===== config.mk =====
export PLATFORM = sky130hd
export DESIGN_NAME = bpce_ctrl
export DESIGN_NICKNAME = d
export VERILOG_FILES = /design/src/rtl/bpce_pkg.sv /design/src/rtl/bpce_ctrl.sv
export SDC_FILE = /design/constraint.sdc
export NUM_CORES = 1
export LEC_CHECK = 0
export BUFFER_PORTS_ARGS = -buffer_cell sky130_fd_sc_hd__clkbuf_2
export CAP_MARGIN = 5
export CELL_PAD_IN_SITES_DETAIL_PLACEMENT = 0
export CELL_PAD_IN_SITES_GLOBAL_PLACEMENT = 1
export CORE_AREA = 10 10 47 49
export CTS_BUF_LIST = sky130_fd_sc_hd__clkbuf_4 sky130_fd_sc_hd__clkbuf_8
export DETAILED_ROUTE_END_ITERATION = 10
export DIE_AREA = 0 0 57 59
export PLACE_DENSITY = 0.51
export SYNTH_ARGS = -nofsm -noshare
export SYNTH_HDL_FRONTEND = slang
export SYNTH_SLANG_ARGS = --single-unit

===== constraint.sdc =====
create_clock -name clk_i -period 2.85 [get_ports clk_i]
set_clock_uncertainty 0.15 [all_clocks]
set_input_delay 0.285 -clock clk_i [delete_from_list [all_inputs] [get_ports clk_i]]
set_output_delay 0.285 -clock clk_i [all_outputs]
set_load 0.01 [all_outputs]

===== src/rtl/bpce_pkg.sv =====
`timescale 1ns / 1ps
`default_nettype none

package bpce_pkg;

  // Request actions.
  localparam logic [2:0] ACT_ALLOC = 3'd0;
  localparam logic [2:0] ACT_OPEN  = 3'd1;
  localparam logic [2:0] ACT_CLOSE = 3'd2;
  localparam logic [2:0] ACT_WRITE = 3'd3;
  localparam logic [2:0] ACT_READ  = 3'd4;

  // Result status codes.
  localparam logic [2:0] STS_OK       = 3'd0;
  localparam logic [2:0] STS_EOF      = 3'd1;
  localparam logic [2:0] STS_BLOCK    = 3'd2;
  localparam logic [2:0] STS_BROKEN   = 3'd3;
  localparam logic [2:0] STS_BAD      = 3'd4;
  localparam logic [2:0] STS_NOPIPE   = 3'd5;
  localparam logic [2:0] STS_NOHANDLE = 3'd6;

  // End kinds.
  localparam logic END_READ  = 1'b0;
  localparam logic END_WRITE = 1'b1;

  // Per-pipe end counters saturate at this value.
  localparam int unsigned END_W = 5;
  localparam logic [END_W-1:0] END_MAX = 5'd31;

  // Commands from the controller to the datapath.
  typedef struct packed {
    logic capture;     // take the request and start the pipe record lookup
    logic commit;      // execute the request and write back its state
    logic fetch_load;  // place the fetched byte into the result
  } bpce_cmd_t;

  // Status from the datapath to the controller.
  typedef struct packed {
    logic needs_fetch; // the request reads a byte from the ring store
  } bpce_sts_t;

endpackage

`default_nettype wire


===== src/rtl/bpce_ctrl.sv =====
`timescale 1ns / 1ps
`default_nettype none

module bpce_ctrl (
  input  logic               clk_i,
  input  logic               rst_ni,
  input  logic               in_valid_i,
  output logic               in_stall_o,
  output logic               out_valid_o,
  input  logic               out_stall_i,
  input  bpce_pkg::bpce_sts_t sts_i,
  output bpce_pkg::bpce_cmd_t cmd_o
);
  import bpce_pkg::*;

  typedef enum logic [1:0] {
    S_IDLE,
    S_LOOKUP,
    S_EXEC,
    S_FETCH
  } state_e;

  state_e state_q, state_d;
  logic   out_valid_q, out_valid_d;
  logic   out_free;
  logic   load;

  // The result register may be refilled when it is empty or is being taken now.
  assign out_free = !out_valid_q || !out_stall_i;

  assign in_stall_o        = (state_q != S_IDLE);
  assign cmd_o.capture     = in_valid_i && (state_q == S_IDLE);
  assign cmd_o.commit      = (state_q == S_EXEC) && out_free;
  assign cmd_o.fetch_load  = (state_q == S_FETCH);
  assign load = (cmd_o.commit && !sts_i.needs_fetch) || cmd_o.fetch_load;

  always_comb begin
    state_d = state_q;
    unique case (state_q)
      S_IDLE: begin
        if (in_valid_i) begin
          state_d = S_LOOKUP;
        end
      end
      S_LOOKUP: begin
        state_d = S_EXEC;
      end
      S_EXEC: begin
        if (out_free) begin
          state_d = sts_i.needs_fetch ? S_FETCH : S_IDLE;
        end
      end
      S_FETCH: begin
        state_d = S_IDLE;
      end
      default: begin
        state_d = S_IDLE;
      end
    endcase

    if (load) begin
      out_valid_d = 1'b1;
    end else if (out_valid_q && !out_stall_i) begin
      out_valid_d = 1'b0;
    end else begin
      out_valid_d = out_valid_q;
    end
  end

  always_ff @(posedge clk_i or negedge rst_ni) begin
    if (!rst_ni) begin
      state_q     <= S_IDLE;
      out_valid_q <= 1'b0;
    end else begin
      state_q     <= state_d;
      out_valid_q <= out_valid_d;
    end
  end

  assign out_valid_o = out_valid_q;

`ifndef SYNTHESIS
  a_fetch_follows_commit: assert property (@(posedge clk_i) disable iff (!rst_ni)
    state_q == S_FETCH |-> $past(cmd_o.commit) && $past(sts_i.needs_fetch))
    else $error("byte fetch entered without a committed read");

  a_result_from_work: assert property (@(posedge clk_i) disable iff (!rst_ni)
    $rose(out_valid_q) |-> ($past(state_q) == S_EXEC || $past(state_q) == S_FETCH))
    else $error("result raised outside execute or fetch");

  a_hold_on_blocked_result: assert property (@(posedge clk_i) disable iff (!rst_ni)
    state_q == S_EXEC && out_valid_q && out_stall_i |=> state_q == S_EXEC)
    else $error("execute left while the previous result was still stalled");
`endif

endmodule

`default_nettype wire


-- Yosys cells after proc, flatten, opt, wreduce, memory -nomap -nowiden
Cells that the tools add are included.
- bits of input ports: 5
- output and inout port bits: 5
- register bits: 3
- word-level logic and storage cells: 26
- muxes and demuxes: 6
- reductions and logical operators: 13
- eq/ne operators: 5
- operator list (operator ; number):
    2-bit one-hot mux with 4 select lines ; 1
    2-bit 2-to-1 mux ; 3
    2-bit equality test, second input constant ; 2
    1-bit logical AND ; 4
    2-bit != test, second input constant ; 2
    2-bit nonzero test ; 2
    1-bit zero test ; 3
    2-bit by 1-bit equality test with 1-bit output, second input constant ; 1
    2-bit zero test ; 1
    1-bit logical OR ; 2
    1-bit 2-to-1 mux ; 2
    2-bit AND reduction ; 1

-- Depth between registers and ports, before layout
Gate-level depths: netlist (run 1).
- depth after elaboration: 6
- gate-level depth with buffers: 3
- gate-level depth less buffers: 3

-- Least setup slack after synthesis (run 1)
OpenSTA, ideal clock, no wires.
- kind: reg-to-output
- start: reg state_q[1]
- end: out cmd_o[2] in the netlist's numbering
- data required time: 2.415 ns
- slack: 1.618 ns
- arrival: 0.797 ns
- buffers on the path: 0
- cell stages (with the launch flop): 3
- path through: dfrtp_1 -> or2_4 -> nor2_2
- RTL lines (what ; RTL line ; RTL):
    start, declared ; bpce_ctrl.sv:23 ; state_e state_q, state_d;
    start signal, assigned ; bpce_ctrl.sv:75 ; state_q <= state_d;
    end, declared ; bpce_ctrl.sv:12 ; output bpce_pkg::bpce_cmd_t cmd_o

==> flow_metrics.env, run 1 <==
export IMPL_grt_overflow_total=0
export IMPL_synth_seq_area_share_pct=46.51
export IMPL_p_leak_nw=0.1413
export IMPL_num_io_pins=10
export IMPL_grtUsageMet1_pct=3.341
export IMPL_met3_usage_pct=5.579
export IMPL_coreArea_um2=1401
export IMPL_cts_resized=0
export IMPL_die_h_um=59
export IMPL_rsz0062_at_grt="false"
export IMPL_clock_latency_ns=0.24
export IMPL_portBuffers=9
export IMPL_worstMarginPinSlew_ns=0.1523
export IMPL_maxSlewViolCount=0
export IMPL_die_x_um=57
export IMPL_r2r_cells=2
export IMPL_globalplace_congestion=0.6592
export IMPL_required_ns=2.41
export IMPL_vias=164
export IMPL_layout_nets=39
export IMPL_fin_crit_sh_pct=54.88
export IMPL_ys_seq_elements=3
export IMPL_start_kind="register"
export IMPL_fin_ws_ns=1.286
export IMPL_start_util_pct=11.52
export IMPL_end_kind="output port"
export IMPL_syn_num_nets=24
export IMPL_antenna_found_initial=0
export IMPL_path_class="reg -> out"
export IMPL_row_count=14
export IMPL_cts_root_buf="clkbuf_4"
export IMPL_whs_path_depth=3
export IMPL_wirelength_um=463
export IMPL_drc=0
export IMPL_final_cell_mix="9 x clkbuf_2, 4 x clkbuf_4, 3 x nand2b_1, 3 x a21oi_1, 3 x dfrtp_1"
export IMPL_peakVddDrop_v=0.0003215
export IMPL_grt_max_degree=8
export IMPL_ant_nets=0
export IMPL_fin_util_pct=19.02
export IMPL_synth_area_um2=161.4
export IMPL_drive_gt1_share_pct=48.48
export IMPL_yosys_warnings=0
export IMPL_postLayoutCellArea_um2=266.5
export IMPL_yosys_cell_types_count=11
export IMPL_synth_top_area_share_pct=46.51
export IMPL_h_tree_depth=1
export IMPL_synth_top_cell_by_area="dfrtp_1"
export IMPL_fmax_mhz=639.3
export IMPL_relSlewSlack_pct=89.74
export IMPL_grt_pass1_wl_um=800
export IMPL_place_area_um2=226.5
export IMPL_numCtsBuffers=3
export IMPL_syn_to_final_growth_pct=65.12
export IMPL_cts_tree="built"
export IMPL_cts_clk_slew_worst_paths_ns=0.04
export IMPL_placed_cells=44
export IMPL_synthTopCellsByArea="dfrtp_1 47%, nand2b_1 12%, a21oi_1 9.3%, or2_4 5.4%, and2_2 4.7%"
export IMPL_drtIter0Drc=6
export IMPL_setup_tns_ns=0
export IMPL_stdcell_count=49
export IMPL_antenna_cells=0
export IMPL_power_density_nw_per_um2=1083
export IMPL_final_setup_viol_count=0
export IMPL_grt_usage_pct=3.333
export IMPL_busiest_layer="met3"
export IMPL_cts_sinks=3
export IMPL_clockBufferDepth=2
export IMPL_status="completed"
export IMPL_avgSynthCellArea_um2=8.495
export IMPL_routedWlPerCell_um=9.449
export IMPL_viasPerCell=3.347
export IMPL_hold_viol_final=0
export IMPL_dp_worst_setup_slack_ns=1.539
export IMPL_layout_min_cycle_time_ns=1.564
export IMPL_gr_usage_met2_pct=2.171
export IMPL_first_pass_iters=2
export IMPL_dieArea_um2=3363
export IMPL_arrival_ns=1.13
export IMPL_path_max_fanout=7
export IMPL_hp_class="in -> reg"
export IMPL_max_cap_viol_count=0
export IMPL_syn_inst=19
export IMPL_grt_pass1_vias=172
export IMPL_layout_commonest_cell="clkbuf_2"
==> worst paths after layout <==
path | startpoint | to | slack (ns)
min in group asynchronous | rst_ni | state_q[1]$_DFFE_PN0P_ | 0.22
hold / removal | out_stall_i | out_valid_o$_DFFE_PN0P_ | 0.15
max in group asynchronous | rst_ni | state_q[0]$_DFFE_PN0P_ | 2.21
setup / recovery | state_q[1]$_DFFE_PN0P_ | cmd_o[2] | 1.29
hold reg to reg | state_q[0]$_DFFE_PN0P_ | state_q[0]$_DFFE_PN0P_ | 0.36
setup reg to reg | state_q[1]$_DFFE_PN0P_ | state_q[0]$_DFFE_PN0P_ | 1.89
==> stage by stage <==
stage	hold slack (ns)	power, mW
2_1_floorplan	-0.1606	0.1541
3_3_place_gp	-0.05928	0.2025
3_5_place_dp	-0.06378	0.2007
4_1_cts	0.1458	0.2930
5_1_grt	0.1427	0.3170
6_report	0.1507	0.2886
==> flip-flops by register name, summed over array words and instances (netlist names) <==
signal       cells
state_q          2
out_valid_o      1
==> cells in the mapped netlist <==
| cell type | number |
|---|---|
| a21oi_1 | 3 |
| dfrtp_1 | 3 |
| nand2b_1 | 3 |
| inv_1 | 2 |
| nand2_1 | 2 |
| and2_2 | 1 |
| nand3_1 | 1 |
| nor2_2 | 1 |
| o21ai_0 | 1 |
| o21ai_1 | 1 |
| or2_4 | 1 |
==> cell type report <==
cell class              instances  area [µm²]
well taps                      16       20.02
multi-input cells              14       78.83
clock buffers                   4       30.03
fillers                       168        1135
flip-flops and latches          3       75.07
repair buffers                 10       55.05
inverters                       2       7.507
==> repair_timing <==
| action | CTS | global route |
|---|---|---|
| setup buffers | 0 | 0 |
| setup endpoints to repair | 0 | 0 |
| endpoints found under the hold margin | 3 | 0 |
| hold buffers | 1 | 0 |
==> routing by layer <==
layer	part of all wire, %	wire, µm
met4	0	0
met1	49	229
met3	27	123
met5	0	0
met2	24	110
==> where the power goes <==
part	internal, mW	total (mW)	switching, mW
logic	0.0570	0.113	0.0562
registers	0.0629	0.0876	0.0248
clock network	0.0622	0.0878	0.0256
total	0.182	0.289	0.107
==> critical path: stages, from the launching register on <==
cell      delay [ns]
dfrtp_1         0.42
or2_4           0.27
nor2_2          0.07
clkbuf_2        0.13
==> cells by family after synthesis <==
kind of cell	count (synthesis)	synth area share [%]
AOI/OAI and AO/OA	5	15.50
DFF	3	46.51
and+or+nand+nor	9	33.34
buffers and inverters	2	4.653
Power figures use the tool's default switching activity.
==> inputs of run 2 (changes only) <==
==> constraint.sdc (replaced) <==
create_clock -name clk_i -period 1.55 [get_ports clk_i]
set_clock_uncertainty 0.15 [all_clocks]
set_input_delay 0.155 -clock clk_i [delete_from_list [all_inputs] [get_ports clk_i]]
set_output_delay 0.155 -clock clk_i [all_outputs]
set_load 0.01 [all_outputs]
==> run 2 against run 1 <==
Net effect: design area did not move; sequential share of layout area unchanged; non-clock buffer count stayed put; worst setup slack got worse by 1.2 ns; wire length is 3.5% higher; total power grew 83%; via count up 12%; largest power group unchanged; register-to-register slack lost 1.3 ns; global-route usage up 0.13 points; highest routed layer unchanged; cell count unchanged; die area did not move.
==> flow_metrics.env, run 2 (same netlist as run 1, synthesis figures left out) <==
export IMPL_layout_nets=39
export IMPL_ant_nets=0
export IMPL_cts_tree="built"
export IMPL_critPathMaxStageDelay_ns=0.42
export IMPL_p_sw_share_pct=36.60
export IMPL_wl_met1_um=220
export IMPL_combPwrFrac_pct=39.7
export IMPL_cts_sinks=3
export IMPL_status="completed"
export IMPL_path_cells="or2_4 -> nor2_2 -> clkbuf_2"
export IMPL_rsz0062_at_grt="false"
export IMPL_viasPerCell=3.735
export IMPL_path_class="reg -> out"
export IMPL_drtIter0Drc=3
export IMPL_grt_pass1_vias=195
export IMPL_drc=0
export IMPL_num_io_pins=10
export IMPL_power_density_nw_per_um2=1980
export IMPL_largest_reg_flops=2
export IMPL_globalplace_congestion=0.6287
export IMPL_cts_clk_slew_worst_paths_ns=0.04
export IMPL_relSlewSlack_pct=88.91
export IMPL_cts_setup_buffers=0
export IMPL_wl_met3_um=120
export IMPL_h_tree_depth=1
export IMPL_cts_root_buf="clkbuf_4"
export IMPL_top_layer="met3"
export IMPL_dr_wl_met2_um=138
export IMPL_num_fill_cells=167
export IMPL_antenna_cells=0
export IMPL_start_util_pct=11.52
export IMPL_clockBufferDepth=2
export IMPL_grt_pass1_wl_um=828
export IMPL_required_ns=1.24
export IMPL_pwr_share_clk_pct=29.7
export IMPL_vias=183
export IMPL_numCtsBuffers=3
export IMPL_setup_tns_ns=0
export IMPL_drive_gt1_share_pct=48.48
export IMPL_whs_ns=0.03373
export IMPL_path_max_fanout=7
export IMPL_hp_class="in -> reg"
export IMPL_regMostFlops="state_q"
export IMPL_p_switching_mw=0.1931
export IMPL_end_kind="output port"
export IMPL_antenna_found_initial=0
export IMPL_final_cell_mix="9 x clkbuf_2, 4 x clkbuf_4, 3 x nand2b_1, 3 x a21oi_1, 3 x dfrtp_1"
export IMPL_fin_crit_sh_pct=92.11
export IMPL_row_count=14
export IMPL_max_cap_viol_count=0
export IMPL_coreArea_um2=1401
export IMPL_placed_cells=44
export IMPL_ctsHoldBuffers=1
export IMPL_maxSlewViolCount=0
export IMPL_first_pass_iters=4
export IMPL_layout_min_cycle_time_ns=1.428
export IMPL_grt_usage_pct=3.460
export IMPL_worstMarginPinSlew_ns=0.1647
export IMPL_syn_to_final_growth_pct=65.12
export IMPL_stdcell_count=49
export IMPL_dieArea_um2=3363
export IMPL_grt_max_degree=8
export IMPL_hold_viol_final=0
export IMPL_clock_latency_ns=0.23
export IMPL_p_leak_nw=0.1413
export IMPL_portBuffers=9
export IMPL_slowest_stage="dfrtp_1"
export IMPL_start_kind="register"
export IMPL_arrival_ns=1.12
export IMPL_final_setup_viol_count=0
export IMPL_grt_overflow_total=0
export IMPL_layout_commonest_cell="clkbuf_2"
export IMPL_peakVddDrop_v=0.0006594
export IMPL_p_seq_share_pct=30.6
export IMPL_fmax_mhz=700.5
export IMPL_power_internal_mw=0.3345
export IMPL_critPathTopFamily="flip-flops"
export IMPL_cts_resized=0
export IMPL_crit_buf_inv=1
export IMPL_wirelength_um=479
export IMPL_routedWlPerCell_um=9.776
export IMPL_die_x_um=57
export IMPL_die_h_um=59
[run 2: area by class of cell]
cell class              instances  area [µm²]  share of cell area [%]
clock buffers                   4       30.03                   11.27
well taps                      16       20.02                   7.512
flip-flops and latches          3       75.07                   28.17
repair buffers                 10       55.05                   20.66
multi-input cells              14       78.83                   29.58
inverters                       2       7.507                   2.817
[run 2: worst min-delay path: cells and delay by family]
kind            cells  cell delay [ns]
buf+inv             1             0.09
compound gates      1             0.06
simple gates        1             0.07
[run 2: metrics by stage]
stage	power (mW)	setup slack [ns]	area, µm²	utilization [%]
2_1_floorplan	0.2833	0.4483	161.4	-
3_3_place_gp	0.3733	0.3705	226.5	16.16
3_5_place_dp	0.3672	0.3653	226.5	16.16
4_1_cts	0.5376	0.1102	266.5	19.02
5_1_grt	0.5801	0.04549	266.5	19.02
6_report	0.5276	0.1224	266.5	19.02
[run 2: layer usage]
layer | vias up | global-route usage, %
li1 | 90 | -
met1 | 73 | 4.048
met2 | 20 | 2.326
met3 | 0 | 4.721
met4 | 0 | 3.020
met5 | - | 0
[run 2: power groups by stage]
stage / Sequential, mW / Combinational [mW] / Clock [mW]
6_report: 0.162 / 0.209 / 0.157
3_5_place_dp: 0.160 / 0.207 / 0
3_3_place_gp: 0.161 / 0.212 / 0
2_1_floorplan: 0.158 / 0.126 / 0
4_1_cts: 0.160 / 0.214 / 0.164
5_1_grt: 0.170 / 0.232 / 0.177
[run 2: final timing paths]
| kind | startpoint | end | slack [ns] | depth (start not counted) |
|---|---|---|---|---|
| worst min-delay path | in_valid_i | state_q[0]$_DFFE_PN0P_ | 0.03 | 3 |
| worst max-delay path | state_q[1]$_DFFE_PN0P_ | cmd_o[2] | 0.12 | 3 |
| worst min register to register | state_q[0]$_DFFE_PN0P_ | state_q[0]$_DFFE_PN0P_ | 0.35 | 1 |
| worst max register to register | state_q[0]$_DFFE_PN0P_ | out_valid_o$_DFFE_PN0P_ | 0.59 | 2 |
| max in group asynchronous | rst_ni | state_q[1]$_DFFE_PN0P_ | 1.03 | 2 |
| min in group asynchronous | rst_ni | state_q[0]$_DFFE_PN0P_ | 0.10 | 2 |
==> inputs of run 3 (changes only) <==
--- a/config.mk
+++ b/config.mk
@@ -5,6 +5,7 @@
 export SDC_FILE = /design/constraint.sdc
 export NUM_CORES = 1
 export LEC_CHECK = 0
+export ABC_AREA = 1
 export BUFFER_PORTS_ARGS = -buffer_cell sky130_fd_sc_hd__clkbuf_2
 export CAP_MARGIN = 5
 export CELL_PAD_IN_SITES_DETAIL_PLACEMENT = 0
@@ -13,7 +14,8 @@
 export CTS_BUF_LIST = sky130_fd_sc_hd__clkbuf_4 sky130_fd_sc_hd__clkbuf_8
 export DETAILED_ROUTE_END_ITERATION = 10
 export DIE_AREA = 0 0 57 59
-export PLACE_DENSITY = 0.51
+export PLACE_DENSITY = 0.52
+export RECOVER_POWER = 100
 export SYNTH_ARGS = -nofsm -noshare
 export SYNTH_HDL_FRONTEND = slang
 export SYNTH_SLANG_ARGS = --single-unit
==> constraint.sdc (replaced) <==
create_clock -name clk_i -period 1.8 [get_ports clk_i]
set_clock_uncertainty 0.15 [all_clocks]
set_input_delay 0.18 -clock clk_i [delete_from_list [all_inputs] [get_ports clk_i]]
set_output_delay 0.18 -clock clk_i [all_outputs]
set_load 0.01 [all_outputs]
==> run 3 against run 2 <==
Net effect: synthesized cell count grew 21%; highest routed layer is now met4; largest cell class is now sequential cells; largest power group unchanged; worst setup slack gained 0.26 ns; sequential share of layout area grew 1.7 points; via count shrank 4.4%.
==> flow_metrics.env, run 3 <==
export IMPL_maxSlewViolCount=0
export IMPL_p_total_mw=0.4432
export IMPL_dp_worst_setup_slack_ns=0.6920
export IMPL_end_kind="output port"
export IMPL_r2r_cells=5
export IMPL_cts_resized=0
export IMPL_synth_seq_area_share_pct=47.24
export IMPL_grt_max_degree=6
export IMPL_synthTopCellsByArea="dfrtp_1 47%, nand2_1 19%, inv_1 12%, nand3_1 6.3%, nand2_2 3.9%"
export IMPL_grt_usage_pct=3.072
export IMPL_synth_area_um2=158.9
export IMPL_hp_class="in -> reg"
export IMPL_synth_edf_count=0
export IMPL_place_area_um2=224.0
export IMPL_synth_top_cell_by_area="dfrtp_1"
export IMPL_postLayoutCellArea_um2=251.5
export IMPL_async_flop_share_pct=100.0
export IMPL_grt_pass1_wl_um=710
export IMPL_stdcell_count=53
export IMPL_clock_latency_ns=0.24
export IMPL_synth_main_ff_cell="dfrtp_1"
export IMPL_cts_setup_buffers=0
export IMPL_h_tree_depth=1
export IMPL_fin_ws_ns=0.3828
export IMPL_grt_pass1_vias=177
export IMPL_setup_tns_ns=0
export IMPL_synth_commonest_cells="8 x nand2_1, 5 x inv_1, 3 x dfrtp_1"
export IMPL_status="completed"
export IMPL_portBuffers=9
export IMPL_layout_commonest_cell="nand2_1"
export IMPL_worstMarginPinSlew_ns=0.1532
export IMPL_power_density_nw_per_um2=1762
export IMPL_whs_path_depth=3
export IMPL_grt_overflow_total=0
export IMPL_globalplace_congestion=0.7458
export IMPL_place_hpwl_um=383.6
export IMPL_path_max_fanout=5
export IMPL_rsz0062_at_grt="false"
export IMPL_antenna_found_initial=0
export IMPL_die_x_um=57
export IMPL_drc=0
export IMPL_yosys_cell_types_count=9
export IMPL_wirelength_um=474
export IMPL_coreArea_um2=1401
export IMPL_numCtsBuffers=3
export IMPL_syn_to_final_growth_pct=58.27
export IMPL_clockBufferDepth=2
export IMPL_num_io_pins=10
export IMPL_regMostFlops="state_q"
export IMPL_path_class="reg -> out"
export IMPL_cts_tree="built"
export IMPL_layout_min_cycle_time_ns=1.417
export IMPL_largest_reg_flops=2
export IMPL_first_pass_iters=2
export IMPL_drive_gt1_share_pct=18.92
export IMPL_synth_top_area_share_pct=47.24
export IMPL_vias=175
export IMPL_dieArea_um2=3363
export IMPL_routedWlPerCell_um=8.943
export IMPL_arrival_ns=1.09
export IMPL_die_h_um=59
export IMPL_syn_inst=23
export IMPL_final_setup_viol_count=0
export IMPL_num_fill_cells=180
export IMPL_avgSynthCellArea_um2=6.909
export IMPL_p_leak_nw=0.1483
export IMPL_fmax_mhz=705.6
export IMPL_placed_cells=48
export IMPL_viasPerCell=3.302
export IMPL_start_util_pct=11.34
export IMPL_ys_seq_elements=3
export IMPL_antenna_cells=0
export IMPL_yosysMostFrequentCell="nand2_1"
export IMPL_drtIter0Drc=5
export IMPL_cts_sinks=3
export IMPL_cts_clk_slew_worst_paths_ns=0.04
export IMPL_row_count=14
export IMPL_cts_root_buf="clkbuf_4"
export IMPL_hold_viol_final=0
export IMPL_peakVddDrop_v=0.0002554
export IMPL_max_cap_viol_count=0
export IMPL_yosys_warnings=0
export IMPL_layout_nets=43
export IMPL_syn_num_nets=28
export IMPL_start_kind="register"
export IMPL_ant_nets=0
export IMPL_fin_crit_sh_pct=78.73
export IMPL_final_cell_mix="9 x nand2_1, 6 x inv_1, 6 x clkbuf_1"
export IMPL_relSlewSlack_pct=89.75
export IMPL_required_ns=1.47
==> run 3: cell count changes after synthesis <==
cell,previous run,this run
and2_2,1,0
nand3_1,1,2
or2_4,1,0
nand2_2,0,1
nand2_1,2,8
o21ai_0,1,0
nand2b_1,3,0
nor2_1,0,1
o21ai_1,1,0
inv_2,0,1
inv_1,2,5
a21oi_1,3,1
==> run 3: power by group <==
part / internal [mW] / switching (mW)
registers: 0.101 / 0.0228
clock network: 0.0982 / 0.0372
logic: 0.0616 / 0.122
total: 0.261 / 0.182
==> run 3: critical path, stage by stage, from the launching register on <==
cell and delay [ns]:
dfrtp_1 0.36, inv_1 0.13, nand2_1 0.09, nor2_1 0.11, clkbuf_1 0.16
==> run 3: final cells by class <==
cell class              count  area (µm²)  area share [%]
flip-flops and latches      3       75.07           29.85
multi-input cells          14       56.30           22.39
well taps                  16       20.02           7.960
inverters                   6       22.52           8.955
clock buffers               4       30.03           11.94
repair buffers             10       47.55           18.91
==> run 3: cells by family after synthesis <==
group	Yosys count	synth area share (%)
AOI/OAI and AO/OA	1	3.147
buffers and inverters	6	14.17
DFF	3	47.24
and+or+nand+nor	13	35.44
==> run 3: worst paths after layout <==
path	start	to	slack (ns)
setup / recovery	state_q[0]$_DFFE_PN0P_	cmd_o[1]	0.38
hold / removal	out_stall_i	out_valid_o$_DFFE_PN0P_	0.05
setup reg to reg	state_q[0]$_DFFE_PN0P_	state_q[1]$_DFFE_PN0P_	0.74
hold reg to reg	out_valid_o$_DFFE_PN0P_	out_valid_o$_DFFE_PN0P_	0.37
max in group asynchronous	rst_ni	out_valid_o$_DFFE_PN0P_	1.21
min in group asynchronous	rst_ni	state_q[1]$_DFFE_PN0P_	0.14
==> run 3: metal layers <==
layer / global-route usage, % / share of wire [%]
met2: 3.566 / 43
met5: 0 / 0
met3: 3.219 / 17
met1: 2.503 / 35
met4: 4.027 / 4.2
==> run 3: what timing repair did <==
item,in CTS,in global routing
hold buffers,1,0
endpoints found under the hold margin,3,0
setup endpoints to repair,0,0
==> run 3: stage by stage <==
stage               utilization [%]  hold slack, ns
floorplan                         -         -0.2656
global placement              15.98         -0.1711
detailed placement            15.98         -0.1704
CTS                           18.84         0.05248
global route                  17.95         0.07226
finish                        17.95         0.05102
